[src/rtl/core/bpd_pkg.sv]
// Shared types, constants and helpers for the byte pair text decompressor.
`timescale 1ns / 1ps
package bpd_pkg;

	// default sizing
	localparam int STACK_DEPTH_DEF = 2048;
	localparam int MAX_RUN_DEF     = 64;

	// pair table: 128 entries, each a first and a second byte
	localparam int PAIR_ENTRIES = 128;
	localparam int PAIR_AW      = $clog2(PAIR_ENTRIES);

	// result status codes
	localparam logic [1:0] STAT_DATA = 2'd0;
	localparam logic [1:0] STAT_END  = 2'd1;
	localparam logic [1:0] STAT_BAD  = 2'd2;

	// characters rewritten on output
	localparam logic [6:0] CHAR_TAB   = 7'd9;
	localparam logic [6:0] CHAR_LF    = 7'd10;
	localparam logic [6:0] CHAR_CR    = 7'd13;
	localparam logic [6:0] CHAR_SPACE = 7'd32;

	// pair table access from the sequencer
	typedef struct packed {
		logic               clear;
		logic               we;
		logic [7:0]         waddr;
		logic [7:0]         wdata;
		logic               re;
		logic [PAIR_AW-1:0] raddr;
	} tbl_req_t;

	// one pair entry as read back
	typedef struct packed {
		logic [7:0] first;
		logic [7:0] second;
	} pair_t;

	// carriage return -> line feed, tab -> space
	function automatic logic [6:0] convert(input logic [6:0] c);
		logic [6:0] r;
		r = c;
		if (c == CHAR_CR) begin
			r = CHAR_LF;
		end else if (c == CHAR_TAB) begin
			r = CHAR_SPACE;
		end
		return r;
	endfunction

endpackage

[src/rtl/core/bpd_pair_table.sv]
// Pair table: two 128 x 8 memories with per-entry valid bits, cleared per file.
`timescale 1ns / 1ps
module bpd_pair_table (
	input  logic              clk,
	input  logic              arst_n,
	input  bpd_pkg::tbl_req_t req,
	output bpd_pkg::pair_t    rd_pair
);

	logic [7:0] first_mem  [bpd_pkg::PAIR_ENTRIES];
	logic [7:0] second_mem [bpd_pkg::PAIR_ENTRIES];

	logic [bpd_pkg::PAIR_ENTRIES-1:0] first_vld_q;
	logic [bpd_pkg::PAIR_ENTRIES-1:0] second_vld_q;

	logic [7:0] first_rd_q;
	logic [7:0] second_rd_q;
	logic       first_ok_q;
	logic       second_ok_q;

	logic [bpd_pkg::PAIR_AW-1:0] wentry;
	logic                        whalf;

	// even load index -> first byte, odd -> second byte
	assign wentry = req.waddr[bpd_pkg::PAIR_AW:1];
	assign whalf  = req.waddr[0];

	// valid bits and their read registers
	always_ff @(posedge clk or negedge arst_n) begin
		if (!arst_n) begin
			first_vld_q  <= '0;
			second_vld_q <= '0;
			first_ok_q   <= 1'b0;
			second_ok_q  <= 1'b0;
		end else begin
			if (req.clear) begin
				first_vld_q  <= '0;
				second_vld_q <= '0;
			end else if (req.we) begin
				if (whalf) begin
					second_vld_q[wentry] <= 1'b1;
				end else begin
					first_vld_q[wentry] <= 1'b1;
				end
			end
			if (req.re) begin
				first_ok_q  <= first_vld_q[req.raddr];
				second_ok_q <= second_vld_q[req.raddr];
			end
		end
	end

	// storage, registered read
	always_ff @(posedge clk) begin
		if (req.we && !whalf) begin
			first_mem[wentry] <= req.wdata;
		end
		if (req.re) begin
			first_rd_q <= first_mem[req.raddr];
		end
	end

	always_ff @(posedge clk) begin
		if (req.we && whalf) begin
			second_mem[wentry] <= req.wdata;
		end
		if (req.re) begin
			second_rd_q <= second_mem[req.raddr];
		end
	end

	// unloaded entries read as zero
	assign rd_pair.first  = first_ok_q ? first_rd_q : 8'd0;
	assign rd_pair.second = second_ok_q ? second_rd_q : 8'd0;

endmodule

[config.mk]
export PLATFORM = sky130hd
export DESIGN_NAME = bpd_pair_table
export DESIGN_NICKNAME = d
export VERILOG_FILES = /design/src/rtl/core/bpd_pkg.sv /design/src/rtl/core/bpd_pair_table.sv
export SDC_FILE = /design/constraint.sdc
export NUM_CORES = 2
export LEC_CHECK = 0
export ABC_AREA = 1
export ABC_CLOCK_PERIOD_IN_PS = 1150
export BUFFER_PORTS_ARGS = -buffer_cell sky130_fd_sc_hd__buf_2
export CORE_MARGIN = 4
export CORE_UTILIZATION = 30
export CTS_BUF_LIST = sky130_fd_sc_hd__clkbuf_8
export DETAILED_ROUTE_END_ITERATION = 10
export MAX_ROUTING_LAYER = met4
export SLEW_MARGIN = 15
export SYNTH_ARGS = -nofsm -noshare
export SYNTH_HDL_FRONTEND = slang
export SYNTH_SLANG_ARGS = --single-unit
[constraint.sdc]
create_clock -name clk -period 1.15 [get_ports clk]
set_clock_uncertainty 0.05 [all_clocks]
set_input_delay 0.115 -clock clk [delete_from_list [all_inputs] [get_ports clk]]
set_output_delay 0.115 -clock clk [all_outputs]
set_load 0.02 [all_outputs]
==> run_results.csv <==
group,metric,value,unit
pwr,leakagePower,41.95,nW
pwr,power.internal,132.6,mW
hold_path,hp-class,"in -> reg",
cts,cts_tree,"built",
yosys,synth_seq_cells,2322,
floorplanning,die_y,570.4,microns
yosys,synthesis.area,0.09489,sq mm
placed_design,post-dp-hpwl,193.7,mm
critical_path,cp-end-kind,"output pin",
floorplanning,start_util,0.3013,
sta,setup_viol,861,
yosys,yosys.area.top_type,"edfxtp_1",
pwr,power.share.combinational,0.089,
status,failed_checks,"negative hold slack, negative setup slack",
placed_design,globalplace.congestion,0.9172,
route,drc,0,
yosys,postSynthCellCount,7908,
final_layout,mostFrequentLayoutCells,"edfxtp_1 (2064), nor2_1 (1113), nand2_1 (810), o21ai_0 (499), nand3_1 (484)",
route,routed_via_density,5.151,
critical_path,path_depth,4,
final_layout,nets,8705,
critical_path,path_cells,"buf_12 -> nand2_4 -> inv_4 -> buf_6",
sta,setup-tns-final,-103170,ps
floorplanning,ios,44,
yosys,synth.distinct_cells,23,
status,outcome,"finished with violations",
route,drt-total-wl,301.1,mm
pwr,vdd_drop_max,0.001431,V
critical_path,worst_ep_required_time,990,ps
route,vias,67820,
sta,setup_ws,-1056,ps
final_layout,syn_to_final_growth,28.45,%
sta,hold_violations,18,
critical_path,crit_family,"flip-flops",
sta,period_share,1.918,
yosys,synth.top_cell.area_share,0.6532,
final_layout,stdcell_count,13170,
floorplanning,rows,206,
critical_path,worstPathMaxFanout,5,
final_layout,final_common_cell,"edfxtp_1",
cts,cts_buffers,396,
cts,clkSlewWorstSetupHoldPaths,60,ps
cts,cts.sinks,2322,
placed_design,placed_area,0.1112,sq mm
floorplanning,core_area,0.3150,sq mm
critical_path,slowest_stage,"dfrtp_2",
critical_path,critPathMaxStageDelay,520,ps
critical_path,critPathBufInv,3,
route,dr.pass1.iters,6,
pwr,p_switching,43.79,mW
placed_design,numPlacedInstances,12400,
global_routing,antenna_found_initial,24,
critical_path,worstSetupStartpointType,"flip-flop",
critical_path,worstPathArrival,2040,ps
pwr,power_density,1447,mW/mm^2
cts,h-tree-depth,5,
final_layout,drive_above_1_share,0.2728,
pwr,clkPwrFrac,0.387,
hold_path,hold_depth,7,
route,drt-initial-drc-count,7359,
sta,period_needed,2206,ps
yosys,yosys-top-cells-area,"edfxtp_1 (65%), dfrtp_1 (6.8%), nor2_1 (5.6%), o21ai_0 (4.6%), nand3_1 (4.2%)",
sta,hold_ws,-188.0,ps
sta,maxSlewViolCount,0,
sta,max_freq,0.4533,GHz
yosys,ys_seq_area_frac,0.7212,
sta,slew_headroom,0.4072,
placed_design,numPortBuffers,43,
pwr,power_frac_seq,0.523,
global_routing,grt_overflow,0,
job,maxCapViolCount,0,
final_layout,final_area,0.1219,sq mm
floorplanning,die_w,570.4,microns
sta,rsz0062_at_grt,"true",
yosys,yosys_warnings,0,
global_routing,grtUsageTotal,0.1850,
route,ant_nets,0,
cts,cts_root_buf,"clkbuf_8",
pwr,switching_share,0.2483,
global_routing,grt_pass1_vias,66460,
critical_path,crit_type,"reg -> out",
sta,max_slew.worst_pin.slew,886.2,ps
pwr,power.total,176.3,mW
yosys,synthesis.nets,7936,
critical_path,ff2ff_path_depth,9,
cts,clockBufferDepth,4,
global_routing,grt_max_degree,70,
floorplanning,dieArea,0.3254,sq mm
yosys,synth_area_per_cell,12.00,sq um
route,wl_per_cell,22.87,microns
cts,insertion_delay,1080,ps
global_routing,grt_pass1_wl,442.6,mm
layout make-up:
type / count / area [sq um]
Multi-Input combinational cell: 4798 / 28020
Antenna cell: 16 / 40.04
Clock buffer: 428 / 5891
Sequential cell: 2322 / 68440
Tap cell: 4160 / 5205
Inverter: 219 / 1017
Fill cell: 29600 / 193100
Clock inverter: 285 / 1303
Timing Repair Buffer: 940 / 11980
state kept, by name, indices dropped and copies added (netlist names):
register,cells
first_vld_q,128
first_ok_q,1
first_rd_q,8
second_rd_q,8
first_mem,1024
second_mem,1024
second_vld_q,128
second_ok_q,1
cells in the mapped netlist:
library cell     n
buf_4           46
nand3_1        796
o22ai_1        480
nand2_1        845
buf_12           1
o21ba_2        232
buf_1           73
o21ai_1        127
buf_2          140
nor2_1        1413
nor3_1           8
inv_6            1
clkbuf_4         1
a21oi_1         32
o21ai_0        865
clkinv_1         2
inv_2            4
buf_8            1
buf_6           22
clkbuf_1       285
dfrtp_1        258
edfxtp_1      2064
inv_1          212
power groups by stage:
stage | clock (mW) | sequential [mW] | combinational (mW)
5_1_grt | 73.6 | 92.2 | 16.7
3_5_place_dp | 0 | 94.0 | 14.0
2_1_floorplan | 0 | 93.9 | 6.76
4_1_cts | 69.4 | 92.3 | 15.3
3_3_place_gp | 0 | 94.0 | 13.8
6_report | 68.3 | 92.3 | 15.7
metrics by stage:
step           setup slack, ps  utilization
3_5_place_dp             -1653       0.3531
3_3_place_gp             -1671       0.3531
5_1_grt                  -1132       0.3870
4_1_cts                  -1151       0.3841
6_report                 -1056       0.3870
2_1_floorplan           -475.2            -
routing by layer:
| metal | track usage | share of wire |
|---|---|---|
| met1 | 0.2443 | 0.41 |
| met2 | 0.2883 | 0.47 |
| met3 | 0.02872 | 0.078 |
| met4 | 0.06969 | 0.039 |
| met5 | - | 0 |
path summary, 6_finish.rpt:
check | startpoint | to | slack (ps)
hold / removal | req[21] | second_mem[16][4]$_DFFE_PP_ | -190
setup / recovery | first_ok_q$_DFFE_PN0P_ | rd_pair[14] | -1060
min in group asynchronous | arst_n | first_vld_q[73]$_DFFE_PN0P_ | 180
setup reg to reg | first_mem[42][3]$_DFFE_PP_ | first_rd_q[3]$_DFFE_PP_ | -510
hold reg to reg | first_vld_q[0]$_DFFE_PN0P_ | first_vld_q[0]$_DFFE_PN0P_ | 450
max in group asynchronous | arst_n | first_vld_q[75]$_DFFE_PN0P_ | -50
cells by family (layout without fill, tap and decap cells):
group / Yosys count / after routing / synth area share
AOI/OAI and AO/OA: 1736 / 1736 / 0.1101
other: 0 / 16 / 0
and+or+nand+nor: 3062 / 3062 / 0.1317
buffers and inverters: 788 / 1872 / 0.03696
DFF: 2322 / 2322 / 0.7212
what timing repair did:
action                      CTS  global route
hold buffers                 38             9
buffers inserted              1             5
resized for setup           590           243
pin swaps                   151           137
setup endpoints to repair    36          1376
hold endpoints to repair   2890            91
worst min-delay path: cells and delay by family:
family	cells	cell delay (ps)
simple gates	4	320
buf+inv	3	270
(Power assumes the default switching activity.)
